$ cat src/rtl/fxp_pkg.sv
// Shared constants, codes and types of the fixed-timestep pacer.
`default_nettype none
package fxp_pkg;

  localparam int TIME_BITS     = 40;
  localparam int COUNT_BITS    = 16;
  localparam int FRACTION_BITS = 16;

  // integer quotient bits followed by fraction bits
  localparam int DIV_BITS   = TIME_BITS + FRACTION_BITS;
  localparam int DIV_CNT_W  = $clog2(DIV_BITS);
  localparam int MUL_CNT_W  = $clog2(COUNT_BITS + 1);
  localparam int CMP_BITS   = (TIME_BITS > COUNT_BITS) ? TIME_BITS : COUNT_BITS;
  localparam int CFG_DATA_W = TIME_BITS;
  localparam int CFG_IDX_W  = 2;

  localparam logic [TIME_BITS-1:0]  STEP_LENGTH_RST = TIME_BITS'(16666667);
  localparam logic [COUNT_BITS-1:0] MAX_STEPS_RST   = COUNT_BITS'(4);
  localparam logic [TIME_BITS-1:0]  LAG_LIMIT_RST   = TIME_BITS'(250000000);

  typedef enum logic [CFG_IDX_W-1:0] {
    CFG_STEP_LENGTH  = 2'd0,
    CFG_MAX_STEPS    = 2'd1,
    CFG_LAG_LIMIT    = 2'd2,
    CFG_UNPACED_MODE = 2'd3
  } fxp_cfg_e;

  typedef enum logic [0:0] {
    STATUS_OK           = 1'b0,
    STATUS_NEG_ELAPSED  = 1'b1
  } fxp_status_e;

  typedef enum logic [2:0] {
    S_IDLE,
    S_CLAMP,
    S_DIV,
    S_TRIM,
    S_WAKE,
    S_DONE
  } fxp_state_e;

  // sequencing shared by the serial units
  typedef struct packed {
    logic load;
    logic run;
  } fxp_seq_t;

endpackage
`default_nettype wire

$ cat src/rtl/fxp_serial_div.sv
// Restoring bit-serial divider: integer quotient, then fraction bits.
`default_nettype none
module fxp_serial_div import fxp_pkg::*; (
  input  wire logic                 clk_i,
  input  wire logic                 rst_ni,
  input  wire fxp_seq_t             seq_i,
  input  wire logic [TIME_BITS-1:0] dividend_i,
  input  wire logic [TIME_BITS-1:0] divisor_i,
  output logic [DIV_BITS-1:0]       quot_o,
  output logic [TIME_BITS-1:0]      rem_o,
  output logic                      done_o
);

  logic [DIV_BITS-1:0]  shreg_q;
  logic [TIME_BITS-1:0] part_q, part_d;
  logic [TIME_BITS-1:0] rem_q;
  logic [DIV_CNT_W-1:0] cnt_q;
  logic [TIME_BITS:0]   trial;
  logic [TIME_BITS:0]   diff;
  logic                 fits;

  // dividend bits leave at the top while quotient bits enter at the bottom
  assign trial  = {part_q, shreg_q[DIV_BITS-1]};
  assign diff   = trial - {1'b0, divisor_i};
  assign fits   = trial >= {1'b0, divisor_i};
  assign part_d = fits ? diff[TIME_BITS-1:0] : trial[TIME_BITS-1:0];

  always_ff @(posedge clk_i or negedge rst_ni) begin
    if (!rst_ni) begin
      cnt_q <= '0;
    end else if (seq_i.load) begin
      cnt_q <= '0;
    end else if (seq_i.run) begin
      cnt_q <= cnt_q + DIV_CNT_W'(1);
    end
  end

  always_ff @(posedge clk_i) begin
    if (seq_i.load) begin
      shreg_q <= {dividend_i, {FRACTION_BITS{1'b0}}};
      part_q  <= '0;
    end else if (seq_i.run) begin
      shreg_q <= {shreg_q[DIV_BITS-2:0], fits};
      part_q  <= part_d;
      if (cnt_q == DIV_CNT_W'(TIME_BITS - 1)) begin
        rem_q <= part_d;
      end
    end
  end

  assign quot_o = shreg_q;
  assign rem_o  = rem_q;
  assign done_o = seq_i.run && (cnt_q == DIV_CNT_W'(DIV_BITS - 1));

endmodule
`default_nettype wire

$ cat src/rtl/fxp_serial_mul.sv
// Shift-add multiplier: step length times max step count, one count bit a cycle.
`default_nettype none
module fxp_serial_mul import fxp_pkg::*; (
  input  wire logic                  clk_i,
  input  wire logic                  rst_ni,
  input  wire fxp_seq_t              seq_i,
  input  wire logic [TIME_BITS-1:0]  step_i,
  input  wire logic [COUNT_BITS-1:0] count_i,
  output logic [TIME_BITS-1:0]       prod_o,
  output logic                       busy_o
);

  logic [TIME_BITS-1:0]  acc_q;
  logic [COUNT_BITS-1:0] mq_q;
  logic [MUL_CNT_W-1:0]  cnt_q;
  logic                  active;

  assign active = cnt_q != MUL_CNT_W'(COUNT_BITS);

  always_ff @(posedge clk_i or negedge rst_ni) begin
    if (!rst_ni) begin
      cnt_q <= MUL_CNT_W'(COUNT_BITS);
    end else if (seq_i.load) begin
      cnt_q <= '0;
    end else if (seq_i.run && active) begin
      cnt_q <= cnt_q + MUL_CNT_W'(1);
    end
  end

  // product kept mod 2^TIME_BITS; only used when it does not exceed the lag
  always_ff @(posedge clk_i) begin
    if (seq_i.load) begin
      acc_q <= '0;
      mq_q  <= count_i;
    end else if (seq_i.run && active) begin
      acc_q <= {acc_q[TIME_BITS-2:0], 1'b0} + (mq_q[COUNT_BITS-1] ? step_i : '0);
      mq_q  <= {mq_q[COUNT_BITS-2:0], 1'b0};
    end
  end

  assign prod_o = acc_q;
  assign busy_o = active;

endmodule
`default_nettype wire

$ cat src/rtl/fixed_timestep_pacer_unit.sv
// Realtime advance: S_CLAMP, S_DIV, S_TRIM, S_WAKE, S_DONE, then the output register.
// Unpaced mode and rejected negative input: S_DONE, then the output register.
// A new item is taken only once the last result has moved to the output register.
// A finished result waits in the output register while the next item is taken.
// Reset: registers at their reset values, kept lag zero, no result pending.
`default_nettype none
module fixed_timestep_pacer_unit import fxp_pkg::*; (
  input  wire logic                  clk_i,
  input  wire logic                  rst_ni,
  input  wire logic                  cfg_we_i,
  input  wire logic [CFG_IDX_W-1:0]  cfg_index_i,
  input  wire logic [CFG_DATA_W-1:0] cfg_data_i,
  input  wire logic                  in_valid_i,
  output logic                       in_stall_o,
  input  wire logic [TIME_BITS:0]    elapsed_ns_i,
  output logic                       out_valid_o,
  input  wire logic                  out_stall_i,
  output logic                       status_o,
  output logic [COUNT_BITS-1:0]      steps_to_run_o,
  output logic [FRACTION_BITS-1:0]   blend_fraction_o,
  output logic [TIME_BITS-1:0]       remaining_lag_o,
  output logic [TIME_BITS-1:0]       discarded_lag_o,
  output logic [TIME_BITS-1:0]       wake_after_o,
  output logic                       wake_valid_o
);

  logic [TIME_BITS-1:0]  step_len_q;
  logic [COUNT_BITS-1:0] max_steps_q;
  logic [TIME_BITS-1:0]  lag_limit_q;
  logic                  unpaced_q;
  logic [TIME_BITS-1:0]  kept_q;

  fxp_state_e state_q, state_d;

  logic [TIME_BITS:0]    sum_q;
  logic [TIME_BITS-1:0]  lag_q;

  fxp_status_e            res_status_q;
  logic [COUNT_BITS-1:0]  res_steps_q;
  logic [FRACTION_BITS-1:0] res_frac_q;
  logic [TIME_BITS-1:0]   res_remain_q;
  logic [TIME_BITS-1:0]   res_drop_q;
  logic [TIME_BITS-1:0]   res_wake_q;
  logic                   res_wv_q;

  logic                   out_valid_q;
  fxp_status_e            out_status_q;
  logic [COUNT_BITS-1:0]  out_steps_q;
  logic [FRACTION_BITS-1:0] out_frac_q;
  logic [TIME_BITS-1:0]   out_remain_q;
  logic [TIME_BITS-1:0]   out_drop_q;
  logic [TIME_BITS-1:0]   out_wake_q;
  logic                   out_wv_q;

  fxp_seq_t               seq;
  logic                   in_accept;
  logic                   out_load;
  logic                   div_done;
  logic                   mul_busy;
  logic [DIV_BITS-1:0]    div_quot;
  logic [TIME_BITS-1:0]   div_rem;
  logic [TIME_BITS-1:0]   mul_prod;

  logic                   over;
  logic [TIME_BITS:0]     over_diff;
  logic [TIME_BITS-1:0]   drop_d;
  logic [TIME_BITS-1:0]   lag_d;

  logic [CMP_BITS-1:0]    quot_ext;
  logic                   below_max;
  logic [COUNT_BITS-1:0]  count_d;
  logic [TIME_BITS-1:0]   remain_d;

  // ---------------- configuration ----------------
  always_ff @(posedge clk_i or negedge rst_ni) begin
    if (!rst_ni) begin
      step_len_q  <= STEP_LENGTH_RST;
      max_steps_q <= MAX_STEPS_RST;
      lag_limit_q <= LAG_LIMIT_RST;
      unpaced_q   <= 1'b0;
    end else if (cfg_we_i) begin
      case (fxp_cfg_e'(cfg_index_i))
        CFG_STEP_LENGTH:  step_len_q  <= cfg_data_i[TIME_BITS-1:0];
        CFG_MAX_STEPS:    max_steps_q <= cfg_data_i[COUNT_BITS-1:0];
        CFG_LAG_LIMIT:    lag_limit_q <= cfg_data_i[TIME_BITS-1:0];
        CFG_UNPACED_MODE: unpaced_q   <= cfg_data_i[0];
        default: ;
      endcase
    end
  end

  // ---------------- serial units ----------------
  fxp_serial_div u_div (
    .clk_i      (clk_i),
    .rst_ni     (rst_ni),
    .seq_i      (seq),
    .dividend_i (lag_d),
    .divisor_i  (step_len_q),
    .quot_o     (div_quot),
    .rem_o      (div_rem),
    .done_o     (div_done)
  );

  fxp_serial_mul u_mul (
    .clk_i   (clk_i),
    .rst_ni  (rst_ni),
    .seq_i   (seq),
    .step_i  (step_len_q),
    .count_i (max_steps_q),
    .prod_o  (mul_prod),
    .busy_o  (mul_busy)
  );

  // ---------------- datapath logic ----------------
  assign in_accept = in_valid_i && !in_stall_o;

  // clamp at the lag limit; discarded part saturates at the field width
  assign over      = sum_q > {1'b0, lag_limit_q};
  assign over_diff = sum_q - {1'b0, lag_limit_q};
  assign drop_d    = !over ? '0 :
                     (over_diff[TIME_BITS] ? '1 : over_diff[TIME_BITS-1:0]);
  assign lag_d     = over ? lag_limit_q : sum_q[TIME_BITS-1:0];

  // a zero step length leaves an all-ones quotient, so the cap applies
  assign quot_ext  = CMP_BITS'(div_quot[DIV_BITS-1:FRACTION_BITS]);
  assign below_max = quot_ext < CMP_BITS'(max_steps_q);
  assign count_d   = below_max ? quot_ext[COUNT_BITS-1:0] : max_steps_q;
  assign remain_d  = below_max ? div_rem : lag_q - mul_prod;

  // ---------------- control ----------------
  always_ff @(posedge clk_i or negedge rst_ni) begin
    if (!rst_ni) begin
      state_q <= S_IDLE;
    end else begin
      state_q <= state_d;
    end
  end

  always_comb begin
    state_d    = state_q;
    seq        = '0;
    in_stall_o = 1'b1;
    out_load   = 1'b0;
    case (state_q)
      S_IDLE: begin
        in_stall_o = 1'b0;
        if (in_valid_i) begin
          if (unpaced_q || elapsed_ns_i[TIME_BITS]) begin
            state_d = S_DONE;
          end else begin
            state_d = S_CLAMP;
          end
        end
      end
      S_CLAMP: begin
        seq.load = 1'b1;
        state_d  = S_DIV;
      end
      S_DIV: begin
        seq.run = 1'b1;
        if (div_done) begin
          state_d = S_TRIM;
        end
      end
      S_TRIM: state_d = S_WAKE;
      S_WAKE: state_d = S_DONE;
      S_DONE: begin
        if (!out_valid_q || !out_stall_i) begin
          out_load = 1'b1;
          state_d  = S_IDLE;
        end
      end
      default: state_d = S_IDLE;
    endcase
  end

  always_ff @(posedge clk_i or negedge rst_ni) begin
    if (!rst_ni) begin
      kept_q <= '0;
    end else if (state_q == S_TRIM) begin
      kept_q <= remain_d;
    end
  end

  always_ff @(posedge clk_i) begin
    if (in_accept) begin
      sum_q        <= {1'b0, kept_q} + elapsed_ns_i;
      res_steps_q  <= unpaced_q ? max_steps_q : '0;
      res_frac_q   <= '0;
      res_remain_q <= '0;
      res_drop_q   <= '0;
      res_wake_q   <= '0;
      res_wv_q     <= 1'b0;
      // unpaced mode takes negative input as well
      res_status_q <= (!unpaced_q && elapsed_ns_i[TIME_BITS]) ? STATUS_NEG_ELAPSED :
                      STATUS_OK;
    end
    if (state_q == S_CLAMP) begin
      lag_q      <= lag_d;
      res_drop_q <= drop_d;
    end
    if (state_q == S_TRIM) begin
      res_steps_q  <= count_d;
      res_remain_q <= remain_d;
      res_frac_q   <= (step_len_q == '0) ? '0 : div_quot[FRACTION_BITS-1:0];
    end
    if (state_q == S_WAKE) begin
      res_wake_q <= (res_remain_q >= step_len_q) ? '0 : step_len_q - res_remain_q;
      res_wv_q   <= 1'b1;
    end
  end

  // ---------------- output register ----------------
  always_ff @(posedge clk_i or negedge rst_ni) begin
    if (!rst_ni) begin
      out_valid_q <= 1'b0;
    end else if (out_load) begin
      out_valid_q <= 1'b1;
    end else if (!out_stall_i) begin
      out_valid_q <= 1'b0;
    end
  end

  always_ff @(posedge clk_i) begin
    if (out_load) begin
      out_status_q <= res_status_q;
      out_steps_q  <= res_steps_q;
      out_frac_q   <= res_frac_q;
      out_remain_q <= res_remain_q;
      out_drop_q   <= res_drop_q;
      out_wake_q   <= res_wake_q;
      out_wv_q     <= res_wv_q;
    end
  end

  assign out_valid_o      = out_valid_q;
  assign status_o         = out_status_q;
  assign steps_to_run_o   = out_steps_q;
  assign blend_fraction_o = out_frac_q;
  assign remaining_lag_o  = out_remain_q;
  assign discarded_lag_o  = out_drop_q;
  assign wake_after_o     = out_wake_q;
  assign wake_valid_o     = out_wv_q;

  // ---------------- assertions ----------------
  a_one_beat_in_flight: assert property (@(posedge clk_i) disable iff (!rst_ni)
    in_accept |=> in_stall_o)
    else $error("second beat taken while an item is in flight");

  a_mul_before_trim: assert property (@(posedge clk_i) disable iff (!rst_ni)
    (state_q == S_TRIM) |-> !mul_busy)
    else $error("step product not ready when the quotient is");

  a_reject_clean: assert property (@(posedge clk_i) disable iff (!rst_ni)
    (out_valid_o && status_o == STATUS_NEG_ELAPSED) |->
      (steps_to_run_o == '0 && !wake_valid_o && remaining_lag_o == '0))
    else $error("rejected beat carries nonzero fields");

  a_load_after_div: assert property (@(posedge clk_i) disable iff (!rst_ni)
    div_done |=> (state_q == S_TRIM))
    else $error("divider finished outside the division phase");

endmodule
`default_nettype wire

$ cat config.mk
export PLATFORM = sky130hd
export DESIGN_NAME = fixed_timestep_pacer_unit
export DESIGN_NICKNAME = d
export VERILOG_FILES = /design/src/rtl/fxp_pkg.sv /design/src/rtl/fxp_serial_div.sv /design/src/rtl/fxp_serial_mul.sv /design/src/rtl/fixed_timestep_pacer_unit.sv
export SDC_FILE = /design/constraint.sdc
export NUM_CORES = 1
export LEC_CHECK = 0
export ABC_AREA = 1
export BUFFER_PORTS_ARGS = -buffer_cell sky130_fd_sc_hd__buf_2
export CAP_MARGIN = 20
export CORE_MARGIN = 8
export CORE_UTILIZATION = 45
export CTS_CLUSTER_DIAMETER = 120
export DETAILED_ROUTE_END_ITERATION = 10
export SYNTH_ARGS = -nofsm -noshare
export SYNTH_HDL_FRONTEND = slang
export SYNTH_SLANG_ARGS = --single-unit
$ cat constraint.sdc
create_clock -name clk_i -period 21.6 [get_ports clk_i]
set_input_delay 1.08 -clock clk_i [delete_from_list [all_inputs] [get_ports clk_i]]
set_output_delay 1.08 -clock clk_i [all_outputs]
set_load 0.02 [all_outputs]
==> flow_summary_export.csv <==
group,metric,value,unit
sta,fin_ws,17670,ps
yosys,seq_area_frac_synth,44.65,%
pwr,intPower,4.083,mW
placed_design,dpl_cell_area,48190,um^2
detailed_routing,postRouteAntennaNets,0,
pwr,comb_power_share,49.8,%
final_layout,stdcell_count,7617,
die,die_y,334.0,um
yosys,synth_top_family_by_area,"simple AND/OR/NAND/NOR gates",
placed_design,port_buffers,243,
die,core-area,100100,um^2
pwr,powerDensity,153.2,nW/um^2
sta,relSlewSlack,27.75,%
clock_network,cts_resized,0,
detailed_routing,drc,0,
detailed_routing,wl_per_cell,23.06,um
clock_network,cts.repair_timing.setup_buffer_count,0,
grt,grt_pass1_vias,39150,
detailed_routing,wl,175700,um
pwr,seq_power_share,31.3,%
grt,grt_usage,30.52,%
pwr,finalPower,7.824,mW
final_layout,final_nets,6596,
yosys,synth_most_common_cell,"nand2_1",
yosys,synth_top_area_share,31.95,%
yosys,yosysWarnings,0,
clock_network,cts_tree,"done",
yosys,synth-edff-count,484,
sta,setup_viol,0,
sta,fin_crit,3926,ps
die,pin_count,244,
yosys,synth_fa_ha_area_share,7.277,%
sta,min_period_over_period,18.18,%
clock_network,cts-htree-levels,3,
die,fp.dieW,334.0,um
clock_network,cts_sinks,733,
setup_path,cp-end-kind,"flop",
placed_design,preCtsSetupSlack,17800,ps
run_status,outcome,"complete, no violations",
clock_network,path_clk_slew,70,ps
yosys,ys_async_sr_fraction,20.74,%
sta,rsz0062_at_grt,"false",
min_path,hold_path.class,"primary input to asynchronous set/reset pin",
pwr,swShare,47.81,%
grt,grt_pass1_wl,255200,um
sta,tns,0,ps
yosys,synth_commonest_cells,"nand2_1 (1,841), inv_1 (969), nor2_1 (521)",
yosys,synth_compound_area_share,9.581,%
clock_network,numCtsBuffers,83,
yosys,synth.ff_latch_count,733,
yosys,yosys-top-cells-area,"edfxtp_1 (32%), nand2_1 (15%), inv_1 (8.0%)",
placed_design,gp_congestion,1.032,
detailed_routing,vias,41270,
detailed_routing,drtIter0Drc,4622,
setup_path,worstPathRequired,21890,ps
setup_path,cp.arrival,4220,ps
yosys,synth_cells,5986,
setup_path,critPathKind,"flop to flop",
sta,tightest_slew,1074,ps
sta,finalHoldViolCount,0,
pwr,switchingPower,3.741,mW
grt,grt_max_degree,81,
die,dieArea,111500,um^2
die,rows,116,
grt,overflow,0,
final_layout,fill_cells,10040,
yosys,yosysUniqueCellTypes,51,
grt,antenna_found_initial,11,
sta,maxClockFrequency,254.7,MHz
yosys,yosys_most_used_dff,"edfxtp_1",
detailed_routing,firstDrtPassIters,6,
final_layout,areaGrowthSynthToFinish,12.25,%
yosys,syn_area,45500,um^2
clock_network,insertion_delay,690,ps
yosys,synth_area_leader_cell,"edfxtp_1",
clock_network,cts_root_buf,"clkbuf_16",
final_layout,drive_gt1_share,8.345,%
clock_network,cts_buffer_depth,3,
detailed_routing,viasPerCell,5.418,
placed_design,dp_hpwl,141800,um
clock_network,hold_buffers,0,
yosys,synth-simple-area-share,27.02,%
pwr,clockPowerShare,18.8,%
setup_path,crit_fanout,60,
sta,finClkSkew,24.33,ps
yosys,synth_xor_area_share,2.137,%
sta,slew_viol_final,0,
die,start_util,45.43,%
final_layout,multi_input_area,21000,um^2
yosys,synth.avg_cell_area,7.600,um^2
setup_path,cp-start-kind,"flop",
flow_run,max_cap_violations,0,
final_layout,seq_area,20310,um^2
placed_design,dp.cells,7459,
pwr,p_leak,24.90,nW
yosys,synthesis.nets,6335,
yosys,muxShareOfSynthArea,0,%
final_layout,stdcell_area,51070,um^2
pwr,peakVddDrop,0.08500,mV
kinds of logic (layout without fill, tap and decap cells):
kind of cell	Yosys count	after routing
AOI/OAI and AO/OA	820	820
xor gates and xnor gates	111	111
adders and majority gates	261	261
buffers and inverters	1094	1423
DFF	733	733
other	0	4
and+or+nand+nor	2967	2967
cell type report:
cell class                      count  share of cell area, %
Multi-Input combinational cell   4159                  41.13
Sequential cell                   733                  39.78
Inverter                          984                  7.232
Clock buffer                      111                  4.454
Tap cell                         1298                  3.180
Timing Repair Buffer              286                  3.089
Clock inverter                     42                  1.117
Antenna cell                        4                0.01960
placed cells by master (no fill, tap or decap), types with 15 or more instances in the layout:
cell type / netlist / final
a21o_1: 17 / 17
a21oi_1: 325 / 324
and2_1: 48 / 48
buf_2: 19 / 242
buf_4: 5 / 41
clkbuf_1: 69 / 21
clkbuf_16: 0 / 85
dfrtp_1: 124 / 124
dfstp_2: 28 / 28
dfxtp_1: 97 / 97
edfxtp_1: 484 / 484
ha_1: 255 / 255
inv_1: 969 / 969
inv_2: 15 / 15
nand2_1: 1841 / 1837
nand2_2: 23 / 26
nand3_1: 333 / 331
nand3b_1: 28 / 28
nand4_1: 59 / 59
nor2_1: 521 / 520
nor3_1: 50 / 50
nor4_1: 16 / 15
o21ai_0: 368 / 368
o21bai_1: 22 / 22
o22ai_1: 39 / 39
or2_2: 25 / 25
xnor2_1: 39 / 39
xor2_1: 72 / 72
stage by stage:
step | hold slack, ps | utilization [%]
finish | 307.8 | 50.99
global route | 321.8 | 50.98
CTS | 339.4 | 50.96
detailed placement | 404.5 | 48.12
global placement | 401.5 | 48.10
floorplan | 400.3 | -
flip-flops by register name, indices dropped and copies added, names as in the netlist, 16 cells and up:
name and flops:
lag_limit_q 40, discarded_lag_o 40, step_len_q 40, remaining_lag_o 40, res_frac_q 16, res_steps_q 16, wake_after_o 40, u_mul.prod_o 40
res_drop_q 40, u_div.rem_o 40, sum_q 41, blend_fraction_o 16, lag_q 40, res_remain_q 40, max_steps_q 16, u_div.quot_o 56
u_mul.mq_q 16, u_div.part_q 40, res_wake_q 40, kept_q 40, steps_to_run_o 16
layer usage:
| metal | GRT usage, % | up-vias | wire [um] |
|---|---|---|---|
| met3 | 5.656 | 331 | 14830 |
| met2 | 47.64 | 1805 | 77010 |
| li1 | - | 19840 | - |
| met5 | 0 | - | 40 |
| met1 | 41.75 | 19290 | 75560 |
| met4 | 12.45 | 6 | 8225 |
critical path, cell delays in order, from the launching register on:
cell and delay [ps]:
dfrtp_1 490, nor3_4 210, buf_4 460, buf_4 650, inv_1 580, nand2_2 240
buf_4 690
path summary, 6_finish.rpt:
check                                      end     startpoint  cells past startpoint  slack [ps]
setup / recovery              u_div.quot_o[53]     state_q[2]                      6       17670
hold / removal                      kept_q[24]         rst_ni                      1         310
setup reg to reg              u_div.quot_o[53]     state_q[2]                      6       17670
hold reg to reg            blend_fraction_o[2]  res_frac_q[2]                      0         410
max in group asynchronous      lag_limit_q[24]         rst_ni                      3       18930
min in group clk_i         blend_fraction_o[2]  res_frac_q[2]                      0         410
power groups by stage:
stage | Clock (mW) | Combinational [mW] | Sequential, mW
detailed placement | 0 | 3.82 | 2.46
floorplan | 0 | 2.51 | 2.36
finish | 1.47 | 3.90 | 2.45
global placement | 0 | 3.83 | 2.46
CTS | 1.49 | 3.84 | 2.44
global route | 1.54 | 4.28 | 2.47
(Power assumes the default switching activity.)
